<file path="config.mk">
export PLATFORM = sky130hd
export DESIGN_NAME = llr_primality_test_k2n_minus1_core_flat
export DESIGN_NICKNAME = d
export VERILOG_FILES = /design/src/llrk_pkg.sv /design/src/llrk_in_if.sv /design/src/llrk_out_if.sv /design/src/llr_primality_test_k2n_minus1_core.sv /design/src/flat_wrapper.sv
export VERILOG_INCLUDE_DIRS = /design/src /design/src/src
export SDC_FILE = /design/constraint.sdc
export NUM_CORES = 2
export LEC_CHECK = 0
export BUFFER_PORTS_ARGS = -buffer_cell sky130_fd_sc_hd__buf_4
export CAP_MARGIN = 20
export CORE_UTILIZATION = 45
export CTS_CLUSTER_SIZE = 28
export DETAILED_ROUTE_END_ITERATION = 10
export PLACE_DENSITY = 0.6
export SKIP_LAST_GASP = 1
export SYNTH_ARGS = -nofsm -noshare
export SYNTH_HDL_FRONTEND = slang
export SYNTH_SLANG_ARGS = --single-unit
</file>
<file path="constraint.sdc">
create_clock -name clk -period 25.5 [get_ports clk]
set_input_delay 5.1 -clock clk [delete_from_list [all_inputs] [get_ports clk]]
set_output_delay 5.1 -clock clk [all_outputs]
set_load 0.03 [all_outputs]
</file>
<file path="src/llr_primality_test_k2n_minus1_core_macros.svh">
// Assertion helpers for the LLR core.
`ifndef LLR_PRIMALITY_TEST_K2N_MINUS1_CORE_MACROS_SVH
`define LLR_PRIMALITY_TEST_K2N_MINUS1_CORE_MACROS_SVH

// Same-cycle implication, clocked on clk, off during reset.
`define LLRK_ASSERT_NOW(lbl, ante, cons) \
  lbl: assert property (@(posedge clk) disable iff (!rst_n) (ante) |-> (cons)) \
    else $error("llrk assertion failed");

// Next-cycle implication.
`define LLRK_ASSERT_NEXT(lbl, ante, cons) \
  lbl: assert property (@(posedge clk) disable iff (!rst_n) (ante) |=> (cons)) \
    else $error("llrk assertion failed");

`endif

</file>
<file path="src/llrk_pkg.sv">
`timescale 1ns / 1ps
package llrk_pkg;

  localparam logic [15:0] P_LIMIT   = 16'd65535;
  localparam logic [4:0]  SQUARINGS = 5'd30;
  localparam logic [5:0]  BIT_LAST  = 6'd63;

  typedef enum logic [1:0] {
    ST_OK     = 2'd0,
    ST_KZERO  = 2'd1,
    ST_NOBASE = 2'd2
  } status_t;

  typedef enum logic [3:0] {
    S_IDLE,
    S_JSTART,
    S_JMOD,
    S_JCHK,
    S_MUL,
    S_D,
    S_TOP,
    S_BIT,
    S_UV,
    S_VV,
    S_UP,
    S_UD,
    S_VP,
    S_SQ,
    S_SQR,
    S_DONE
  } state_t;

  function automatic logic [63:0] mod_add(input logic [63:0] a, input logic [63:0] b,
                                          input logic [63:0] n);
    logic [64:0] s;
    s = {1'b0, a} + {1'b0, b};
    if (s >= {1'b0, n}) s = s - {1'b0, n};
    return s[63:0];
  endfunction

  function automatic logic [63:0] mod_sub(input logic [63:0] a, input logic [63:0] b,
                                          input logic [63:0] n);
    return (a < b) ? (n - b + a) : (a - b);
  endfunction

  function automatic logic [63:0] mod_half(input logic [63:0] v, input logic [63:0] n);
    return v[0] ? ((v >> 1) + (n >> 1) + 64'd1) : (v >> 1);
  endfunction

endpackage

</file>
<file path="src/llrk_in_if.sv">
`timescale 1ns / 1ps
interface llrk_in_if;
  logic        valid;
  logic        ready;
  logic [31:0] multiplier_k;
  modport source (output valid, output multiplier_k, input ready);
  modport sink (input valid, input multiplier_k, output ready);
endinterface

</file>
<file path="src/llrk_out_if.sv">
`timescale 1ns / 1ps
interface llrk_out_if;
  logic        valid;
  logic        ready;
  logic        is_probable_prime;
  logic [15:0] lucas_base;
  logic [1:0]  status;
  modport source (output valid, output is_probable_prime, output lucas_base,
                  output status, input ready);
  modport sink (input valid, input is_probable_prime, input lucas_base,
                input status, output ready);
endinterface

</file>
<file path="src/llr_primality_test_k2n_minus1_core.sv">
// Operation: k = 0 goes straight to the done state; otherwise each Jacobi reduction runs
// bit-serially, and each modular product runs in the shared bit-serial multiply/reduce unit:
// one for D, 2 or 5 per bit of k below its top bit, and 30 squarings, plus the base search.
// Throughput: one item at a time; the next item is taken once the previous is finished.
// Reset: synchronous, active low; clears the sequencer and the output valid.
`timescale 1ns / 1ps
`include "llr_primality_test_k2n_minus1_core_macros.svh"
module llr_primality_test_k2n_minus1_core
  import llrk_pkg::*;
(
  input  logic         clk,
  input  logic         rst_n,
  llrk_in_if.sink      in_bus,
  llrk_out_if.source   out_bus
);

  state_t state_r, state_nxt, ret_r, ret_nxt;
  logic [5:0]  cnt_r, cnt_nxt;
  logic [31:0] k_r, k_nxt;
  logic [63:0] n_r, n_nxt, ma_r, ma_nxt, mb_r, mb_nxt, acc_r, acc_nxt;
  logic [63:0] ja_r, ja_nxt, jm_r, jm_nxt;
  logic [63:0] u_r, u_nxt, v_r, v_nxt, d_r, d_nxt, t_r, t_nxt, w_r, w_nxt;
  logic [15:0] p_r, p_nxt;
  logic        sel_r, sel_nxt, jneg_r, jneg_nxt, zpar_r, zpar_nxt;
  logic [4:0]  bidx_r, bidx_nxt, bcnt_r, bcnt_nxt, sq_r, sq_nxt;
  logic        rprime_r, rprime_nxt;
  logic [15:0] rbase_r, rbase_nxt;
  status_t     rstat_r, rstat_nxt;
  logic        out_valid_r, ld_out;
  logic        oprime_r;
  logic [15:0] obase_r;
  status_t     ostat_r;
  logic [64:0] rr;
  logic [63:0] r2;
  logic [4:0]  bm1;
  logic [63:0] p64;

  assign p64 = {48'd0, p_r};
  assign bm1 = bcnt_r - 5'd1;

  assign in_bus.ready              = (state_r == S_IDLE);
  assign out_bus.valid             = out_valid_r;
  assign out_bus.is_probable_prime = oprime_r;
  assign out_bus.lucas_base        = obase_r;
  assign out_bus.status            = ostat_r;

  always_comb begin
    state_nxt = state_r;  ret_nxt = ret_r;  cnt_nxt = cnt_r;
    k_nxt = k_r;  n_nxt = n_r;  ma_nxt = ma_r;  mb_nxt = mb_r;  acc_nxt = acc_r;
    ja_nxt = ja_r;  jm_nxt = jm_r;  u_nxt = u_r;  v_nxt = v_r;  d_nxt = d_r;
    t_nxt = t_r;  w_nxt = w_r;  p_nxt = p_r;  sel_nxt = sel_r;  jneg_nxt = jneg_r;
    zpar_nxt = zpar_r;  bidx_nxt = bidx_r;  bcnt_nxt = bcnt_r;  sq_nxt = sq_r;
    rprime_nxt = rprime_r;  rbase_nxt = rbase_r;  rstat_nxt = rstat_r;
    ld_out = 1'b0;
    rr = {acc_r, mb_r[63]};
    if (rr >= {1'b0, jm_r}) rr = rr - {1'b0, jm_r};
    r2 = mod_add(acc_r, acc_r, n_r);
    unique case (state_r)
      S_IDLE: begin
        if (in_bus.valid) begin
          k_nxt = in_bus.multiplier_k;
          n_nxt = {in_bus.multiplier_k, 32'd0} - 64'd1;
          p_nxt = 16'd3;
          sel_nxt = 1'b0;
          if (in_bus.multiplier_k == 32'd0) begin
            rprime_nxt = 1'b0;  rbase_nxt = 16'd0;  rstat_nxt = ST_KZERO;
            state_nxt = S_DONE;
          end else begin
            state_nxt = S_JSTART;
          end
        end
      end
      S_JSTART: begin
        mb_nxt = sel_r ? (p64 + 64'd2) : (p64 - 64'd2);
        jm_nxt = n_r;
        jneg_nxt = 1'b0;
        zpar_nxt = 1'b0;
        acc_nxt = '0;
        cnt_nxt = BIT_LAST;
        state_nxt = S_JMOD;
      end
      S_JMOD: begin
        // restoring remainder, one dividend bit per cycle
        acc_nxt = rr[63:0];
        mb_nxt = mb_r << 1;
        if (cnt_r == 6'd0) begin
          ja_nxt = rr[63:0];
          state_nxt = S_JCHK;
        end else begin
          cnt_nxt = cnt_r - 6'd1;
        end
      end
      S_JCHK: begin
        if (ja_r == 64'd0) begin
          if (!sel_r && jm_r == 64'd1 && !jneg_r) begin
            sel_nxt = 1'b1;
            state_nxt = S_JSTART;
          end else if (sel_r && jm_r == 64'd1 && jneg_r) begin
            ma_nxt = p64;  mb_nxt = p64;  acc_nxt = '0;  cnt_nxt = BIT_LAST;
            ret_nxt = S_D;  state_nxt = S_MUL;
          end else if (p_r == P_LIMIT) begin
            rprime_nxt = 1'b0;  rbase_nxt = 16'd0;  rstat_nxt = ST_NOBASE;
            state_nxt = S_DONE;
          end else begin
            p_nxt = p_r + 16'd1;
            sel_nxt = 1'b0;
            state_nxt = S_JSTART;
          end
        end else if (!ja_r[0]) begin
          ja_nxt = ja_r >> 1;
          zpar_nxt = ~zpar_r;
        end else begin
          jneg_nxt = jneg_r ^ ((zpar_r & (jm_r[1] ^ jm_r[2])) ^ (ja_r[1] & jm_r[1]));
          jm_nxt = ja_r;
          mb_nxt = jm_r;
          zpar_nxt = 1'b0;
          acc_nxt = '0;
          cnt_nxt = BIT_LAST;
          state_nxt = S_JMOD;
        end
      end
      S_MUL: begin
        // double, then add the multiplicand when the multiplier bit is set
        acc_nxt = mb_r[63] ? mod_add(r2, ma_r, n_r) : r2;
        mb_nxt = mb_r << 1;
        if (cnt_r == 6'd0) state_nxt = ret_r;
        else cnt_nxt = cnt_r - 6'd1;
      end
      S_D: begin
        d_nxt = mod_sub(acc_r, 64'd4, n_r);
        bidx_nxt = 5'd31;
        state_nxt = S_TOP;
      end
      S_TOP: begin
        if (k_r[bidx_r] || bidx_r == 5'd0) begin
          bcnt_nxt = bidx_r;
          u_nxt = 64'd1;
          v_nxt = p64;
          state_nxt = S_BIT;
        end else begin
          bidx_nxt = bidx_r - 5'd1;
        end
      end
      S_BIT: begin
        acc_nxt = '0;  cnt_nxt = BIT_LAST;
        if (bcnt_r == 5'd0) begin
          sq_nxt = SQUARINGS;
          state_nxt = S_SQ;
        end else begin
          ma_nxt = u_r;  mb_nxt = v_r;  ret_nxt = S_UV;  state_nxt = S_MUL;
        end
      end
      S_UV: begin
        t_nxt = acc_r;
        ma_nxt = v_r;  mb_nxt = v_r;  acc_nxt = '0;  cnt_nxt = BIT_LAST;
        ret_nxt = S_VV;  state_nxt = S_MUL;
      end
      S_VV: begin
        u_nxt = t_r;
        v_nxt = mod_sub(acc_r, 64'd2, n_r);
        if (k_r[bm1]) begin
          ma_nxt = t_r;  mb_nxt = p64;  acc_nxt = '0;  cnt_nxt = BIT_LAST;
          ret_nxt = S_UP;  state_nxt = S_MUL;
        end else begin
          bcnt_nxt = bm1;
          state_nxt = S_BIT;
        end
      end
      S_UP: begin
        t_nxt = acc_r;
        ma_nxt = u_r;  mb_nxt = d_r;  acc_nxt = '0;  cnt_nxt = BIT_LAST;
        ret_nxt = S_UD;  state_nxt = S_MUL;
      end
      S_UD: begin
        w_nxt = acc_r;
        ma_nxt = v_r;  mb_nxt = p64;  acc_nxt = '0;  cnt_nxt = BIT_LAST;
        ret_nxt = S_VP;  state_nxt = S_MUL;
      end
      S_VP: begin
        u_nxt = mod_half(mod_add(t_r, v_r, n_r), n_r);
        v_nxt = mod_half(mod_add(w_r, acc_r, n_r), n_r);
        bcnt_nxt = bm1;
        state_nxt = S_BIT;
      end
      S_SQ: begin
        if (sq_r == 5'd0) begin
          rprime_nxt = (v_r == 64'd0);
          rbase_nxt = p_r;
          rstat_nxt = ST_OK;
          state_nxt = S_DONE;
        end else begin
          ma_nxt = v_r;  mb_nxt = v_r;  acc_nxt = '0;  cnt_nxt = BIT_LAST;
          ret_nxt = S_SQR;  state_nxt = S_MUL;
        end
      end
      S_SQR: begin
        v_nxt = mod_sub(acc_r, 64'd2, n_r);
        sq_nxt = sq_r - 5'd1;
        state_nxt = S_SQ;
      end
      S_DONE: begin
        // hold until the output register is free
        if (!out_valid_r || out_bus.ready) begin
          ld_out = 1'b1;
          state_nxt = S_IDLE;
        end
      end
      default: state_nxt = S_IDLE;
    endcase
  end

  always_ff @(posedge clk) begin
    if (!rst_n) begin
      state_r <= S_IDLE;
      ret_r <= S_IDLE;
      out_valid_r <= 1'b0;
    end else begin
      state_r <= state_nxt;
      ret_r <= ret_nxt;
      if (ld_out) out_valid_r <= 1'b1;
      else if (out_bus.ready) out_valid_r <= 1'b0;
    end
  end

  always_ff @(posedge clk) begin
    cnt_r <= cnt_nxt;  k_r <= k_nxt;  n_r <= n_nxt;  ma_r <= ma_nxt;  mb_r <= mb_nxt;
    acc_r <= acc_nxt;  ja_r <= ja_nxt;  jm_r <= jm_nxt;  u_r <= u_nxt;  v_r <= v_nxt;
    d_r <= d_nxt;  t_r <= t_nxt;  w_r <= w_nxt;  p_r <= p_nxt;  sel_r <= sel_nxt;
    jneg_r <= jneg_nxt;  zpar_r <= zpar_nxt;  bidx_r <= bidx_nxt;  bcnt_r <= bcnt_nxt;
    sq_r <= sq_nxt;  rprime_r <= rprime_nxt;  rbase_r <= rbase_nxt;  rstat_r <= rstat_nxt;
    if (ld_out) begin
      oprime_r <= rprime_r;
      obase_r <= rbase_r;
      ostat_r <= rstat_r;
    end
  end

  `LLRK_ASSERT_NEXT(a_kzero_done, in_bus.valid && in_bus.ready && in_bus.multiplier_k == 32'd0, state_r == S_DONE)
  `LLRK_ASSERT_NOW(a_prime_ok, out_valid_r && oprime_r, ostat_r == ST_OK)
  `LLRK_ASSERT_NOW(a_err_base, out_valid_r && ostat_r != ST_OK, obase_r == 16'd0 && !oprime_r)
  `LLRK_ASSERT_NEXT(a_mul_hold, state_r == S_MUL && cnt_r != 6'd0, state_r == S_MUL)

endmodule

</file>
<file path="src/flat_wrapper.sv">
// flat-port wrapper written by rule: the top's interface ports become plain ports
module llr_primality_test_k2n_minus1_core_flat import llrk_pkg::*;
  (clk, rst_n, in_bus_valid, in_bus_multiplier_k, in_bus_ready, out_bus_valid, out_bus_is_probable_prime, out_bus_lucas_base, out_bus_status, out_bus_ready);
  llrk_in_if in_bus_i ();
  llrk_out_if out_bus_i ();
  input  logic clk;
  input  logic rst_n;
  input wire logic [$bits(in_bus_i.valid)-1:0] in_bus_valid;
  input wire logic [$bits(in_bus_i.multiplier_k)-1:0] in_bus_multiplier_k;
  output wire logic [$bits(in_bus_i.ready)-1:0] in_bus_ready;
  output wire logic [$bits(out_bus_i.valid)-1:0] out_bus_valid;
  output wire logic [$bits(out_bus_i.is_probable_prime)-1:0] out_bus_is_probable_prime;
  output wire logic [$bits(out_bus_i.lucas_base)-1:0] out_bus_lucas_base;
  output wire logic [$bits(out_bus_i.status)-1:0] out_bus_status;
  input wire logic [$bits(out_bus_i.ready)-1:0] out_bus_ready;
  assign in_bus_i.valid = in_bus_valid;
  assign in_bus_i.multiplier_k = in_bus_multiplier_k;
  assign in_bus_ready = in_bus_i.ready;
  assign out_bus_valid = out_bus_i.valid;
  assign out_bus_is_probable_prime = out_bus_i.is_probable_prime;
  assign out_bus_lucas_base = out_bus_i.lucas_base;
  assign out_bus_status = out_bus_i.status;
  assign out_bus_i.ready = out_bus_ready;
  llr_primality_test_k2n_minus1_core u_core (.clk(clk), .rst_n(rst_n), .in_bus(in_bus_i), .out_bus(out_bus_i));
endmodule
</file>
# Yosys cells after proc, flatten, opt, wreduce, memory -nomap -nowiden
# Index checks and enable logic that the tools add are counted.
# totals
regBits	823
out_inout_bits	21
elab_cells	303
# op_classes
add_sub_neg	27
n_lt_le_gt_ge	9
n_eq_ne	45
muxes	130
bitwise	6
n_reduce_logical	56
# ops
operator	count
64-bit 2-to-1 mux	36
64-bit case mux with 6 select lines	2
64-bit case mux with 9 select lines	1
64-bit case mux with 3 select lines	2
65-bit by 64-bit greater-or-equal comparator with 1-bit output	5
64-bit subtractor	5
64-bit by 64-bit adder with 65-bit output	4
64-bit case mux with 2 select lines	2
16-bit 2-to-1 mux	12
63-bit by 63-bit adder with 64-bit output	2
64-bit by 1-bit adder with 64-bit output (second input constant)	2
64-bit adder	2
64-bit logical NOT	2
64-bit by 2-bit subtractor with 64-bit output (second input constant)	2
64-bit by 3-bit subtractor with 64-bit output (second input constant)	2
4-bit 2-to-1 mux	19
64-bit by 1-bit equality test with 1-bit output (second input constant)	1
64-bit by 2-bit < comparator with 1-bit output (second input constant)	1
64-bit by 3-bit < comparator with 1-bit output (second input constant)	1
64-bit by 1-bit subtractor with 64-bit output (second input constant)	1
4-bit case mux with 14 select lines	1
16-bit case mux with 3 select lines	1
6-bit 2-to-1 mux	7
4-bit equality test (second input constant)	8
53 further kinds	152

# Logic depth before layout (Yosys ltp)
# logic_depth
depth_word	8
depth_mapped	50

# Worst setup path before layout
# Ideal clock, no wire load.
# synth_path
path_kind	register to register
start	register u_core.n_r[33]
end	register u_core.acc_r[46] (data pin)
setup_time_ps	269
arrival_time_ps	10012
required_ps	25231
setup_slack_ps	15219
path_stages_with_launch	48
n_path_buf	6
path_cell_list	edfxtp_1 > inv_1 > ha_1 > a21o_1 > a21oi_1 > o21a_1 > o21ai_0 > a31oi_1 > o21ai_0 > a2111oi_0 > nor2_1 > a211o_1 > a21o_1 > a211o_1 > clkbuf_1 > clkbuf_1 > ha_1 > fa_1 > [12 not listed] > xnor2_1 > ha_1 > clkbuf_1 > a21o_1 > a21oi_1 > o21bai_1 > nor2_1 > o221ai_1 > a221oi_1 > o221ai_1 > a31oi_1 > and2_1 > clkbuf_1 > clkbuf_1 > clkbuf_1 > nor2_1 > a211oi_1 > o22ai_1
# synth_between
elab_chain_cells	7
# synth_rtl
item	line_no	source
start: declaration	llr_primality_test_k2n_minus1_core.sv:20	logic [63:0] n_r, n_nxt, ma_r, ma_nxt, mb_r, mb_nxt, acc_r, acc_nxt;
start signal: assignment	llr_primality_test_k2n_minus1_core.sv:226	cnt_r <= cnt_nxt; k_r <= k_nxt; n_r <= n_nxt; ma_r <= ma_nxt; mb_r <= mb_nxt;
64-bit subtractor or 65-bit by 64-bit greater-or-equal comparator with 1-bit output (tied branches)	llrk_pkg.sv:37	if (s >= {1'b0, n}) s = s - {1'b0, n};
64-bit 2-to-1 mux	llrk_pkg.sv:37	
64-bit by 64-bit adder with 65-bit output	llrk_pkg.sv:36	s = {1'b0, a} + {1'b0, b};
64-bit subtractor or 65-bit by 64-bit greater-or-equal comparator with 1-bit output (tied branches)	llrk_pkg.sv:37	
64-bit 2-to-1 mux	llrk_pkg.sv:37	
64-bit 2-to-1 mux *	llr_primality_test_k2n_minus1_core.sv:124	acc_nxt = mb_r[63] ? mod_add(r2, ma_r, n_r) : r2;
64-bit case mux with 6 select lines *	llr_primality_test_k2n_minus1_core.sv:58	unique case (state_r)
net u_core.acc_nxt[46]	llr_primality_test_k2n_minus1_core.sv:20	
end signal: assignment	llr_primality_test_k2n_minus1_core.sv:227	acc_r <= acc_nxt; ja_r <= ja_nxt; jm_r <= jm_nxt; u_r <= u_nxt; v_r <= v_nxt;
end: declaration	llr_primality_test_k2n_minus1_core.sv:20	
# The timed path passes the listed nets; every way through them passes the cells marked *.
# A chain may end at the register's enable or synchronous reset.

# Worst setup path after layout
# layout_path
start	register u_core.acc_r[1]
end	register u_core.v_r[60] (data pin)
# layout_between
elab_chain_cells	8
# layout_rtl
item	line_no	source
64-bit by 64-bit adder with 65-bit output	llrk_pkg.sv:36	
64-bit subtractor or 65-bit by 64-bit greater-or-equal comparator with 1-bit output (tied branches)	llrk_pkg.sv:37	
64-bit 2-to-1 mux	llrk_pkg.sv:37	
64-bit 2-to-1 mux	llr_primality_test_k2n_minus1_core.sv:58	
63-bit by 63-bit adder with 64-bit output	llrk_pkg.sv:47	return v[0] ? ((v >> 1) + (n >> 1) + 64'd1) : (v >> 1);
64-bit by 1-bit adder with 64-bit output	llrk_pkg.sv:47	
64-bit 2-to-1 mux	llrk_pkg.sv:47	
64-bit case mux with 3 select lines *	llr_primality_test_k2n_minus1_core.sv:58	
end signal: assignment	llr_primality_test_k2n_minus1_core.sv:227	
end: declaration	llr_primality_test_k2n_minus1_core.sv:22	logic [63:0] u_r, u_nxt, v_r, v_nxt, d_r, d_nxt, t_r, t_nxt, w_r, w_nxt;
# Every way passes the cells marked *; elsewhere a longest branch is shown, timed or not. The select of a mux whose other input is x is not followed.

==> reports/qor.txt <==
Syn Inst Count - 8055
crit start category - register
total number of vias - 68770
die width - 396.0 um
initial antenna violation count - 20
Post-synth EDFFs - 781
Arr. time, crit path - 14.05 ns
post-cts sizing count - 0
aggregate routed wire length - 341.7 mm
Adder-Cell Fraction of Synth Area - 9.280%
die height - 396.0 um
Routed wire per std cell - 33.80 um
async set-reset flop share out of synthesis - 0%
FMAX - 73.80 MHz
critical path's largest stage delay - 0.82 ns
clock sink total - 790
synth-to-layout area growth - 9.271%
GP Congestion - 1.109
synth top area cells - edfxtp_1 (34%), ha_1 (9.1%), a21oi_1 (5.4%), xnor2_1 (5.3%), nand2_1 (4.5%)
share of layout cells above drive strength 1 - 7.483%
Synth top area share - 33.57%
initial DRC count - 9256
DR pass1 iterations - 11
most frequent cell after synthesis - nand2_1
CP max FO - 38
ys flop type - edfxtp_1
clk_skew - 0.07323 ns
Yosys cell types - 108
max_cap viols - 0
synth cell count leaders - nand2_1 (829), edfxtp_1 (781), a21oi_1 (760)
Synth area leader - edfxtp_1
initial core utilization - 45.35%
fin crit share - 53.14%
max-slew violations - 1
worst relative slew slack - -2.195%
sequential area share after synthesis - 33.82%
Detailed Place HPWL - 268.7 mm
mapped cell area - 69870 um^2
yosys warns - 0
final hold viol count - 0
DRC errors left - 7
gr usage total - 42.14%
FILL cells - 14950
H-tree Lvls - 3
Port Buf Inserts - 56
Crit. End Element - register
Hold WC Path Type - register to register
Via density - 6.802
Cells after DPL - 9911
largest family of logic cells by synthesized area - compound AO/OA/AOI/OAI gates
clock-pin slew on the worst setup and hold paths - 0.06 ns
CORE AREA - 154000 um^2
Setup violations, final - 0
Layout Nets - 8523
Die Footprint - 156800 um^2
Tmin final - 13.55 ns
Fin Setup TNS - 0 ns
unrepaired setup endpoints after global routing - no
Detail Route Antenna Nets - 0
xor/xnor share of the synthesized area - 8.662%
Skew-Pair Late Insertion Delay - 0.78 ns
largest net degree at the start of global routing - 138
mux cell area share after synthesis - 2.040%
CTS root buf - clkbuf_16
first-pass GRT wire length - 473.7 mm
CP required - 26.00 ns
clk buf depth - 3
hold_buf cts - 0
TritonCTS Buffers - 101
Worst Tran Pin Value - 1.533 ns
num rows - 144
most used cell, CP - o21ai_0
total grt overflow - 0
vias in the first global route - 63160
Yosys reg bits - 790
CTS tree - done
Synth Area in Compound Gates - 23.52%
syn_nets - 8605
failing checks - design-rule violations, max-slew violations
status - finished with violations
Cell Count, Final, Fillers Out - 10110
Boundary Pins - 57
slowest CP cell - o41ai_1
critical path class - register to register
Post-CTS Setup Bufs - 0
syn avg cell area - 8.674 um^2
post-synthesis simple-gate area fraction - 18.57%
==> metal layers <==
layer | vias up | global-route usage, % | part of all wire, % | wire length (um)
li1 | 30190 | - | - | -
met1 | 33310 | 52.89 | 39 | 131700
met2 | 4275 | 63.80 | 43 | 146500
met3 | 987 | 7.821 | 9.0 | 30910
met4 | 6 | 32.94 | 9.5 | 32580
met5 | - | 0 | 0.010 | 35
==> metrics by stage <==
stage	cell area (um^2)	worst slack, ns	util (%)	hold WS, ns
final	76350	11.95	49.56	0.4194
after global routing	76330	11.16	49.55	0.4273
after CTS	76290	12.60	49.53	0.4161
after detailed placement	72850	12.74	47.29	0.4062
after global placement	72840	12.93	47.29	0.4028
after floorplan	69870	15.22	-	0.4003
==> kinds of logic after synthesis <==
kind of cell / count (synthesis)
AOI/OAI and AO/OA: 2527
buffers and inverters: 750
muxes: 112
adders and majority gates: 514
DFF: 790
xor gates and xnor gates: 691
and+or+nand+nor: 2671
==> cell usage in the layout (no fill, tap or decap), drive strengths merged, types with 78 or more instances in the layout <==
master	Yosys	layout
nand3	263	263
nor4	110	110
nor2b	78	78
inv	318	322
buf	46	244
nor2	569	569
nor3	195	195
edfxtp	781	781
and2	78	78
nand4	135	135
clkbuf	384	116
a21oi	760	760
and3	81	81
nand2	829	829
xnor2	421	421
xor2	270	270
a222oi	115	115
o21ai	534	534
or3	96	96
a21o	288	288
ha	507	507
==> sequential cells by signal (all words and copies together) (netlist names), 16 cells and up <==
signal and flops:
u_core.ja_r 64, u_core.jm_r 63, u_core.rbase_r 16, u_core.k_r 32
u_core.d_r 64, u_core.t_r 64, u_core.p_r 16, u_core.acc_r 64
u_core.mb_r 64, u_core.n_r 32, u_core.w_r 64, u_core.ma_r 64
u_core.u_r 64, u_core.v_r 64, u_core.out_bus.lucas_base 16
==> worst max-delay path, delay by kind of cell (launching register included) <==
kind | cells | cell delay (ns)
AOI/OAI and AO/OA | 26 | 8.00
xor gates and xnor gates | 2 | 0.40
adders and majority gates | 3 | 0.99
buffers and inverters | 3 | 1.01
DFF | 1 | 0.36
muxes | 1 | 0.35
and+or+nand+nor | 9 | 2.14
==> final timing paths <==
check                                       start                        to  slack [ns]  cells after the start
worst max-delay path              u_core.acc_r[1]            u_core.v_r[60]       11.95                     44
worst min-delay path            u_core.rstat_r[0]  u_core.out_bus.status[0]        0.42                      0
worst max register to register    u_core.acc_r[1]            u_core.v_r[60]       11.95                     44
worst min register to register  u_core.rstat_r[0]  u_core.out_bus.status[0]        0.42                      0
==> area by class of cell <==
type / instances / area [um^2] / share of cell area [%]
diodes: 8 / 20.02 / 0.02622
clock buffers: 115 / 2580 / 3.379
clock inverters: 73 / 860.8 / 1.128
inverters: 320 / 1202 / 1.575
multi-input cells: 6515 / 43620 / 57.13
flip-flops and latches: 790 / 23630 / 30.95
well taps: 2044 / 2557 / 3.350
repair buffers: 245 / 1874 / 2.455
Power is left out: the tool's default activity adds up to more than one toggle a clock period on the data nets, which glitch-free logic cannot reach.
